--- src/hdl/evdf_pkg.sv ---
// evdf_pkg: shared types and constants of the echo vote distance filter
// used by evdf_sdiv, evdf_ctrl and echo_vote_distance_filter; no dependencies
package evdf_pkg;

    // default group length and field widths
    localparam int NUM_READINGS_DEF = 3;
    localparam int ECHO_W           = 16;
    localparam int THR_W            = 10;
    localparam int MIN_NEAR_W       = 2;
    localparam int CM_W             = 11;
    localparam int CFG_IDX_W        = 1;
    localparam int CFG_DATA_W       = 10;
    localparam int TDATA_IN_W       = 16;
    localparam int TDATA_OUT_W      = 16;

    // largest distance in cm a single reading can give: floor(65535 * 17 / 1000)
    localparam int CM_MAX = 1114;

    // serial divider: dividend, divisor and quotient widths
    // quotient is known to stay below 2**DIV_QW for both uses
    localparam int DIV_DW = 21;
    localparam int DIV_VW = 10;
    localparam int DIV_QW = 11;

    // us to cm: multiply by 17, divide by 1000
    localparam logic [DIV_VW-1:0] CM_DEN = DIV_VW'(1000);

    // reset values of the configuration registers
    localparam logic [THR_W-1:0]      THRESHOLD_RST = THR_W'(150);
    localparam logic [MIN_NEAR_W-1:0] MIN_NEAR_RST  = MIN_NEAR_W'(2);

    // register indexes
    typedef enum logic [CFG_IDX_W-1:0] {
        REG_THRESHOLD = 1'b0,
        REG_MIN_NEAR  = 1'b1
    } t_cfg_reg;

    // divider request and response
    typedef struct packed {
        logic              start;
        logic [DIV_DW-1:0] dividend;
        logic [DIV_VW-1:0] divisor;
    } t_div_req;

    typedef struct packed {
        logic              done;
        logic [DIV_QW-1:0] quot;
    } t_div_rsp;

    // group result handed to the output stage
    typedef struct packed {
        logic            valid;
        logic            obstacle;
        logic [CM_W-1:0] distance_cm;
    } t_result;

endpackage

--- src/hdl/evdf_sdiv.sv ---
// evdf_sdiv: restoring divider, one quotient bit per cycle
// depends on evdf_pkg (t_div_req, t_div_rsp, widths)
module evdf_sdiv (
    input  logic               i_clk,
    input  logic               i_rst_n,
    input  evdf_pkg::t_div_req i_req,
    output evdf_pkg::t_div_rsp o_rsp
);

    localparam int DW = evdf_pkg::DIV_DW;
    localparam int VW = evdf_pkg::DIV_VW;
    localparam int QW = evdf_pkg::DIV_QW;
    localparam int CNTW = $clog2(QW + 1);

    logic [VW-1:0]   r_rem;
    logic [QW-1:0]   r_low;
    logic [QW-1:0]   r_quot;
    logic [VW-1:0]   r_div;
    logic [CNTW-1:0] r_cnt;
    logic            r_busy;
    logic            r_done;

    logic [VW:0]     n_trial;
    logic            n_qbit;
    logic [VW:0]     n_diff;

    // trial subtract of the next dividend bit
    always_comb begin
        n_trial = {r_rem, r_low[QW-1]};
        n_diff  = n_trial - {1'b0, r_div};
        n_qbit  = (n_trial >= {1'b0, r_div});
    end

    // shift registers and step counter
    always_ff @(posedge i_clk) begin
        if (!i_rst_n) begin
            r_busy <= 1'b0;
            r_done <= 1'b0;
            r_cnt  <= '0;
        end else begin
            r_done <= 1'b0;
            if (i_req.start) begin
                r_rem  <= i_req.dividend[DW-1:QW];
                r_low  <= i_req.dividend[QW-1:0];
                r_div  <= i_req.divisor;
                r_cnt  <= CNTW'(QW);
                r_busy <= 1'b1;
            end else if (r_busy) begin
                r_rem  <= n_qbit ? n_diff[VW-1:0] : n_trial[VW-1:0];
                r_low  <= {r_low[QW-2:0], 1'b0};
                r_quot <= {r_quot[QW-2:0], n_qbit};
                r_cnt  <= r_cnt - CNTW'(1);
                if (r_cnt == CNTW'(1)) begin
                    r_busy <= 1'b0;
                    r_done <= 1'b1;
                end
            end
        end
    end

    assign o_rsp.done = r_done;
    assign o_rsp.quot = r_quot;

endmodule

--- src/hdl/evdf_ctrl.sv ---
// evdf_ctrl: sequencer with near/far accumulators and the group vote
// depends on evdf_pkg; drives one shared evdf_sdiv through t_div_req
module evdf_ctrl #(
    parameter int NUM_READINGS = evdf_pkg::NUM_READINGS_DEF
) (
    input  logic                                i_clk,
    input  logic                                i_rst_n,
    input  logic                                i_in_valid,
    output logic                                o_in_ready,
    input  logic [evdf_pkg::ECHO_W-1:0]         i_echo_us,
    input  logic [evdf_pkg::THR_W-1:0]          i_threshold_cm,
    input  logic [evdf_pkg::MIN_NEAR_W-1:0]     i_min_near,
    input  logic                                i_res_ready,
    output evdf_pkg::t_result                   o_res,
    output evdf_pkg::t_div_req                  o_div_req,
    input  evdf_pkg::t_div_rsp                  i_div_rsp
);

    localparam int CW = $clog2(NUM_READINGS + 1);
    localparam int SW = $clog2(NUM_READINGS * evdf_pkg::CM_MAX + 1);
    localparam int MW = (CW > evdf_pkg::MIN_NEAR_W) ? CW : evdf_pkg::MIN_NEAR_W;
    localparam int DW = evdf_pkg::DIV_DW;
    localparam int VW = evdf_pkg::DIV_VW;
    localparam int CM_W = evdf_pkg::CM_W;

    typedef enum logic [2:0] {
        S_IDLE,
        S_CONV,
        S_PICK,
        S_MEAN,
        S_EMIT
    } t_state;

    t_state          r_state;
    logic [CW-1:0]   r_slot;
    logic [CW-1:0]   r_near_cnt;
    logic [SW-1:0]   r_near_sum;
    logic [SW-1:0]   r_far_sum;
    logic            r_flag;
    logic [CM_W-1:0] r_dist;

    logic            n_near;
    logic            n_flag;
    logic [CW-1:0]   n_cnt;
    logic [SW-1:0]   n_sum;

    // near test of the converted reading, and the group vote
    always_comb begin
        n_near = (i_div_rsp.quot <= {1'b0, i_threshold_cm});
        n_flag = (MW'(r_near_cnt) >= MW'(i_min_near));
        n_cnt  = n_flag ? r_near_cnt : (CW'(NUM_READINGS) - r_near_cnt);
        n_sum  = n_flag ? r_near_sum : r_far_sum;
    end

    // divider requests: us * 17 / 1000 per item, sum / count per group
    always_comb begin
        o_div_req = '0;
        if (r_state == S_IDLE && i_in_valid) begin
            o_div_req.start    = 1'b1;
            o_div_req.dividend = DW'({i_echo_us, 4'b0000}) + DW'(i_echo_us);
            o_div_req.divisor  = evdf_pkg::CM_DEN;
        end else if (r_state == S_PICK && n_cnt != '0) begin
            o_div_req.start    = 1'b1;
            o_div_req.dividend = DW'(n_sum);
            o_div_req.divisor  = VW'(n_cnt);
        end
    end

    assign o_in_ready        = (r_state == S_IDLE);
    assign o_res.valid       = (r_state == S_EMIT);
    assign o_res.obstacle    = r_flag;
    assign o_res.distance_cm = r_dist;

    // sequencer, accumulators and result registers
    always_ff @(posedge i_clk) begin
        if (!i_rst_n) begin
            r_state    <= S_IDLE;
            r_slot     <= '0;
            r_near_cnt <= '0;
            r_near_sum <= '0;
            r_far_sum  <= '0;
        end else begin
            unique case (r_state)
                S_IDLE: begin
                    if (i_in_valid) begin
                        r_state <= S_CONV;
                    end
                end
                S_CONV: begin
                    if (i_div_rsp.done) begin
                        if (n_near) begin
                            r_near_cnt <= r_near_cnt + CW'(1);
                            r_near_sum <= r_near_sum + SW'(i_div_rsp.quot);
                        end else begin
                            r_far_sum  <= r_far_sum + SW'(i_div_rsp.quot);
                        end
                        if (r_slot == CW'(NUM_READINGS - 1)) begin
                            r_slot  <= '0;
                            r_state <= S_PICK;
                        end else begin
                            r_slot  <= r_slot + CW'(1);
                            r_state <= S_IDLE;
                        end
                    end
                end
                S_PICK: begin
                    r_flag <= n_flag;
                    if (n_cnt == '0) begin
                        // empty winning class
                        r_dist  <= '0;
                        r_state <= S_EMIT;
                    end else begin
                        r_state <= S_MEAN;
                    end
                end
                S_MEAN: begin
                    if (i_div_rsp.done) begin
                        r_dist  <= i_div_rsp.quot;
                        r_state <= S_EMIT;
                    end
                end
                S_EMIT: begin
                    if (i_res_ready) begin
                        r_near_cnt <= '0;
                        r_near_sum <= '0;
                        r_far_sum  <= '0;
                        r_state    <= S_IDLE;
                    end
                end
                default: r_state <= S_IDLE;
            endcase
        end
    end

endmodule

--- src/hdl/echo_vote_distance_filter.sv ---
// echo_vote_distance_filter: top level with config registers and output register
// depends on evdf_pkg, evdf_sdiv and evdf_ctrl
//
//  channel   | direction | handshake               | payload
//  ----------+-----------+-------------------------+--------------------------------
//  s_axis    | in        | tvalid / tready         | tdata[15:0] echo_us
//  m_axis    | out       | tvalid / tready         | tdata[0] obstacle, [11:1] distance_cm
//  cfg       | in        | i_cfg_we, no wait       | i_cfg_index, i_cfg_data[9:0]
//
// each item is accepted and converted before the next is taken: the shared
// divider produces one quotient bit per cycle (11 bits)
// the last item of a group is followed by the mean divide and the hand-off
// reset is synchronous, active low; it clears group state and loads the
// default threshold and min_near
// a result waits in the output register; the next group's items are taken
// meanwhile, and the block holds only when a new result finds it still full
module echo_vote_distance_filter #(
    parameter int NUM_READINGS = evdf_pkg::NUM_READINGS_DEF
) (
    input  logic                                 i_clk,
    input  logic                                 i_rst_n,
    // configuration write port
    input  logic                                 i_cfg_we,
    input  logic [evdf_pkg::CFG_IDX_W-1:0]       i_cfg_index,
    input  logic [evdf_pkg::CFG_DATA_W-1:0]      i_cfg_data,
    // input item stream
    input  logic                                 s_axis_tvalid,
    output logic                                 s_axis_tready,
    input  logic [evdf_pkg::TDATA_IN_W-1:0]      s_axis_tdata,  // [15:0] echo_us
    // result item stream
    output logic                                 m_axis_tvalid,
    input  logic                                 m_axis_tready,
    output logic [evdf_pkg::TDATA_OUT_W-1:0]     m_axis_tdata   // [0] obstacle,
                                                                // [11:1] distance_cm
);

    logic [evdf_pkg::THR_W-1:0]       r_threshold_cm;
    logic [evdf_pkg::MIN_NEAR_W-1:0]  r_min_near;
    logic                             r_m_valid;
    logic [evdf_pkg::TDATA_OUT_W-1:0] r_m_data;

    evdf_pkg::t_div_req  w_div_req;
    evdf_pkg::t_div_rsp  w_div_rsp;
    evdf_pkg::t_result   w_res;
    logic                w_res_ready;

    // configuration registers
    always_ff @(posedge i_clk) begin
        if (!i_rst_n) begin
            r_threshold_cm <= evdf_pkg::THRESHOLD_RST;
            r_min_near     <= evdf_pkg::MIN_NEAR_RST;
        end else if (i_cfg_we) begin
            if (i_cfg_index == evdf_pkg::REG_THRESHOLD) begin
                r_threshold_cm <= i_cfg_data[evdf_pkg::THR_W-1:0];
            end else if (i_cfg_index == evdf_pkg::REG_MIN_NEAR) begin
                r_min_near <= i_cfg_data[evdf_pkg::MIN_NEAR_W-1:0];
            end
        end
    end

    // sequencer and shared serial divider
    evdf_ctrl #(
        .NUM_READINGS (NUM_READINGS)
    ) u_ctrl (
        .i_clk          (i_clk),
        .i_rst_n        (i_rst_n),
        .i_in_valid     (s_axis_tvalid),
        .o_in_ready     (s_axis_tready),
        .i_echo_us      (s_axis_tdata[evdf_pkg::ECHO_W-1:0]),
        .i_threshold_cm (r_threshold_cm),
        .i_min_near     (r_min_near),
        .i_res_ready    (w_res_ready),
        .o_res          (w_res),
        .o_div_req      (w_div_req),
        .i_div_rsp      (w_div_rsp)
    );

    evdf_sdiv u_sdiv (
        .i_clk   (i_clk),
        .i_rst_n (i_rst_n),
        .i_req   (w_div_req),
        .o_rsp   (w_div_rsp)
    );

    // output register
    assign w_res_ready = !r_m_valid || m_axis_tready;

    always_ff @(posedge i_clk) begin
        if (!i_rst_n) begin
            r_m_valid <= 1'b0;
        end else if (w_res_ready) begin
            r_m_valid <= w_res.valid;
            if (w_res.valid) begin
                r_m_data <= evdf_pkg::TDATA_OUT_W'({w_res.distance_cm, w_res.obstacle});
            end
        end
    end

    assign m_axis_tvalid = r_m_valid;
    assign m_axis_tdata  = r_m_data;

endmodule

--- config.mk ---
export PLATFORM = sky130hd
export DESIGN_NAME = echo_vote_distance_filter
export DESIGN_NICKNAME = d
export VERILOG_FILES = /design/src/hdl/evdf_pkg.sv /design/src/hdl/evdf_sdiv.sv /design/src/hdl/evdf_ctrl.sv /design/src/hdl/echo_vote_distance_filter.sv
export SDC_FILE = /design/constraint.sdc
export NUM_CORES = 1
export LEC_CHECK = 0
export ABC_AREA = 1
export BUFFER_PORTS_ARGS = -buffer_cell sky130_fd_sc_hd__buf_2
export CORE_AREA = 2 2 144 146
export CTS_CLUSTER_DIAMETER = 200
export DETAILED_ROUTE_END_ITERATION = 8
export DIE_AREA = 0 0 146 148
export PLACE_DENSITY_LB_ADDON = 0.08
export REMOVE_ABC_BUFFERS = 1
export SYNTH_ARGS = -nofsm -noshare
export SYNTH_HDL_FRONTEND = slang
export SYNTH_SLANG_ARGS = --single-unit
--- constraint.sdc ---
create_clock -name i_clk -period 8.06 [get_ports i_clk]
set_input_delay 0.806 -clock i_clk [delete_from_list [all_inputs] [get_ports i_clk]]
set_output_delay 0.806 -clock i_clk [all_outputs]
set_load 0.1 [all_outputs]
==> impl_results.md <==
* Drc violations at 0
* Worst EP required at 8.04 ns
* CTS tree: built
* Clk slew on worst S/H paths at 0.08 ns
* # IOs at 50
* CP Max Fanout at 21
* Setup crit end kind: flip-flop
* Post-CTS Resized at 0
* R2R Setup Slk at 4.60 ns
* GR Overflow Total at 0
* Max clock buf depth at 2
* Final setup vio count at 0
* Ant diodes at 0
* CTS buffer count at 9
* Initial antenna violation count at 0
* Final #Nets at 1124
* Clk pwr share at 26.0%
* CP startpoint: u_ctrl.r_near_cnt[0]
* Crit path time final at 3.46 ns
* WHS Endpoint: m_axis_tdata[8]
* Worst-Margin Slew at 1.10 ns
* Wirelength per Cell at 14.3 µm
* Final cell count without fillers at 1307
* Routed WL at 18700 µm
* Avg Cell Area, Syn at 7.40 µm²
* Max stage delay cell, worst path: nand2_1
* I/O Buffers at 45
* Clock Latency Late Sink at 0.36 ns
* DR iter-0 viols at 405
* Switching share of power at 38.3%
* R2R depth at 10
* Yosys reg bits at 109
* RSZ-0062 raised after global routing: no
* GPL Wtd Cong at 0.851
* Hold WS at 0.421 ns
* MaxCap Viol Count at 0
* Cell leakage power at 3.91 nW
* Outcome: finished clean
* Root Driver: clkbuf_16
* WP data arrival at 3.45 ns
* Standard-cell rows at 52
* CP Cell Sequence: inv_1, ha_1, nand2_1, nand3b_1, xor2_2, nand2_1, nand2_4, nand2_4, nand2_1, nand2_1
* Reg-to-reg endpoint: u_sdiv.r_rem[3]
* CP dominant cell by count: nand2_1
* Total chip power at 0.00174 W
* Cell Pwr Density at 214 mW/mm²
* CP Launch Type: flip-flop
* Vias in the first global route at 5997
* First-pass GRT wire length at 31000 µm
* Area Growth Syn to Fin at 10.3%
* Instance count of the mapped netlist at 993
* H-tree lvl count at 3
* Kind of critical path: flip-flop to flip-flop
* CTS Sinks at 109
* Vias at 6241
* Comb pwr share at 33.3%
* Clk_skew at 0.0152 ns
* Placed Cells at 1291
* Max Slew Vio Count at 0
* Tcrit/Tclk final at 43.0%
* Worst hold start: u_ctrl.r_dist[7]
* Hold Crit Depth at 0
* All-Layer GR Usage at 18.1%
* Share of layout cells above drive strength 1 at 9.45%
* Die area at 0.0216 mm²
* Synth warnings at 0
* Die Ht at 148 µm
* Largest net degree at the start of global routing at 34
* Netlist cell types at 45
* Slew headroom at 25.9%
* Netlist Area Pre-Place at 0.00735 mm²
* Endpoints failing hold at 0
* Top FF cell, synth: edfxtp_1
* Async set-reset flop share out of synthesis at 0%
* Die X at 146 µm
* DR pass1 iterations at 5
* Initial Util at 36.7%
* Slowest stage delay, CP at 0.78 ns
* Post-CTS Setup Bufs at 0
* Fmax at 0.289 GHz
* R2r startpoint: u_ctrl.r_near_cnt[0]
* Vias per inst at 4.78
* Hold WC Path Type: flip-flop to flip-flop
* Psw at 0.000665 W
* Dpl hpwl at 14500 µm
* Seq pwr share at 40.7%
* Worst vdd rail ir drop at 105 µV
* Post-synth EDFFs at 59
* Post-route ant nets at 0
* Core Area at 0.0200 mm²
* P_int at 0.00107 W
* Hold Buf Count CTS at 0
* Sequential cell area fraction in the yosys report at 37.7%
* Setup TNS at 0 ns
-- power groups by stage --
stage                     Clock, W  Combinational, W  Sequential, W
after floorplan                  0          0.000433       0.000716
after global placement           0          0.000582       0.000722
after detailed placement         0          0.000578       0.000721
after CTS                 0.000464          0.000581       0.000708
after global routing      0.000485          0.000667       0.000715
final                     0.000452          0.000578       0.000707
-- cell usage after synthesis (all sizes together) (6+ instances only) --
cell type / number / area [µm²]
a21oi: 76 / 395
buf: 13 / 100
clkbuf: 9 / 33.8
dfxtp: 50 / 1000
edfxtp: 59 / 1770
ha: 56 / 701
inv: 152 / 573
mux2: 9 / 101
nand2: 291 / 1110
nand3: 76 / 408
nand4: 18 / 113
nor2: 91 / 360
nor3: 8 / 40.0
o211ai: 11 / 87.6
o21ai: 32 / 160
xnor2: 6 / 52.6
xor2: 11 / 104
-- sequential cells by signal (all words and copies together) (netlist names) --
signal             cells
m_axis_tdata          12
m_axis_tvalid          1
r_min_near             2
r_threshold_cm        10
u_ctrl.r_dist         11
u_ctrl.r_far_sum      12
u_ctrl.r_flag          1
u_ctrl.r_near_cnt      2
u_ctrl.r_near_sum     12
u_ctrl.r_slot          2
u_ctrl.r_state         3
u_sdiv.r_busy          1
u_sdiv.r_cnt           4
u_sdiv.r_div           3
u_sdiv.r_done          1
u_sdiv.r_low          11
u_sdiv.r_quot         11
u_sdiv.r_rem          10
-- per-layer routing --
layer,wire length [µm],up-vias,global-route usage [%]
met1,9720,2834,25.5
li1,-,3317,-
met4,240,0,4.81
met5,0,-,0
met2,8290,74,29.4
met3,465,16,2.41
-- through the flow --
step	cell area (µm²)	utilization, %	setup WS [ns]
floorplan	7230	-	5.14
global placement	7810	39.0	4.64
detailed placement	7810	39.0	4.56
CTS	8110	40.5	4.57
global route	8110	40.5	4.27
finish	8110	40.5	4.60
-- worst max path at each step --
stage | endpoint | slack [ns] | cells after the start
2_1_floorplan | u_sdiv.r_low[0] | 5.14 | 9
3_3_place_gp | u_sdiv.r_low[3] | 4.64 | 10
3_5_place_dp | u_sdiv.r_low[5] | 4.56 | 10
4_1_cts | u_sdiv.r_rem[3] | 4.57 | 10
5_1_grt | u_sdiv.r_rem[3] | 4.27 | 10
6_report | u_sdiv.r_rem[3] | 4.60 | 10
-- layout by cell type, fill, tap and decap left out, types with 2 or more instances in the layout --
cell type / count
nand2_1: 287
inv_1: 144
nor2_1: 89
a21oi_1: 74
nand3_1: 72
edfxtp_1: 59
ha_1: 56
dfxtp_1: 50
buf_2: 45
o21ai_0: 32
nand4_1: 18
xor2_1: 10
o211ai_1: 10
mux2_2: 9
clkbuf_16: 9
nor3_1: 8
inv_2: 7
xnor2_1: 6
nand3b_1: 5
fa_1: 4
conb_1: 4
nand3_2: 3
a21o_1: 3
a211oi_1: 3
nand2_4: 2
inv_4: 2
or2_2: 2
nand2_2: 2
clkinv_8: 2
inv_8: 2
buf_4: 2
-- logic make-up (layout without fill, tap and decap cells) --
logic type	after synthesis	after routing	synth area share, %
AND/OR/NAND/NOR	492	492	28.5
multiplexers	9	9	1.38
XOR/XNOR	17	17	2.13
flip-flops	109	109	37.7
buffers and inverters	175	216	9.67
adder cells (fa/ha/maj)	60	60	10.6
AO/OA/AOI/OAI	130	130	9.92
other	1	4	0.0510
-- area by class of cell --
cell class	count	area (µm²)
Inverter	153	577
Clock inverter	7	77.6
Fill cell	2113	11900
Multi-Input combinational cell	712	3880
Timing Repair Buffer	47	240
Tap cell	270	338
Sequential cell	109	2770
Clock buffer	9	225
-- worst max-delay path, delay by kind of cell (launching register included) --
| family | cells | cell delay, ns |
|---|---|---|
| XOR/XNOR | 1 | 0.35 |
| flip-flops | 1 | 0.45 |
| AND/OR/NAND/NOR | 7 | 1.93 |
| buffers and inverters | 1 | 0.07 |
| adder cells (fa/ha/maj) | 1 | 0.27 |
Power figures use the tool's default switching activity.
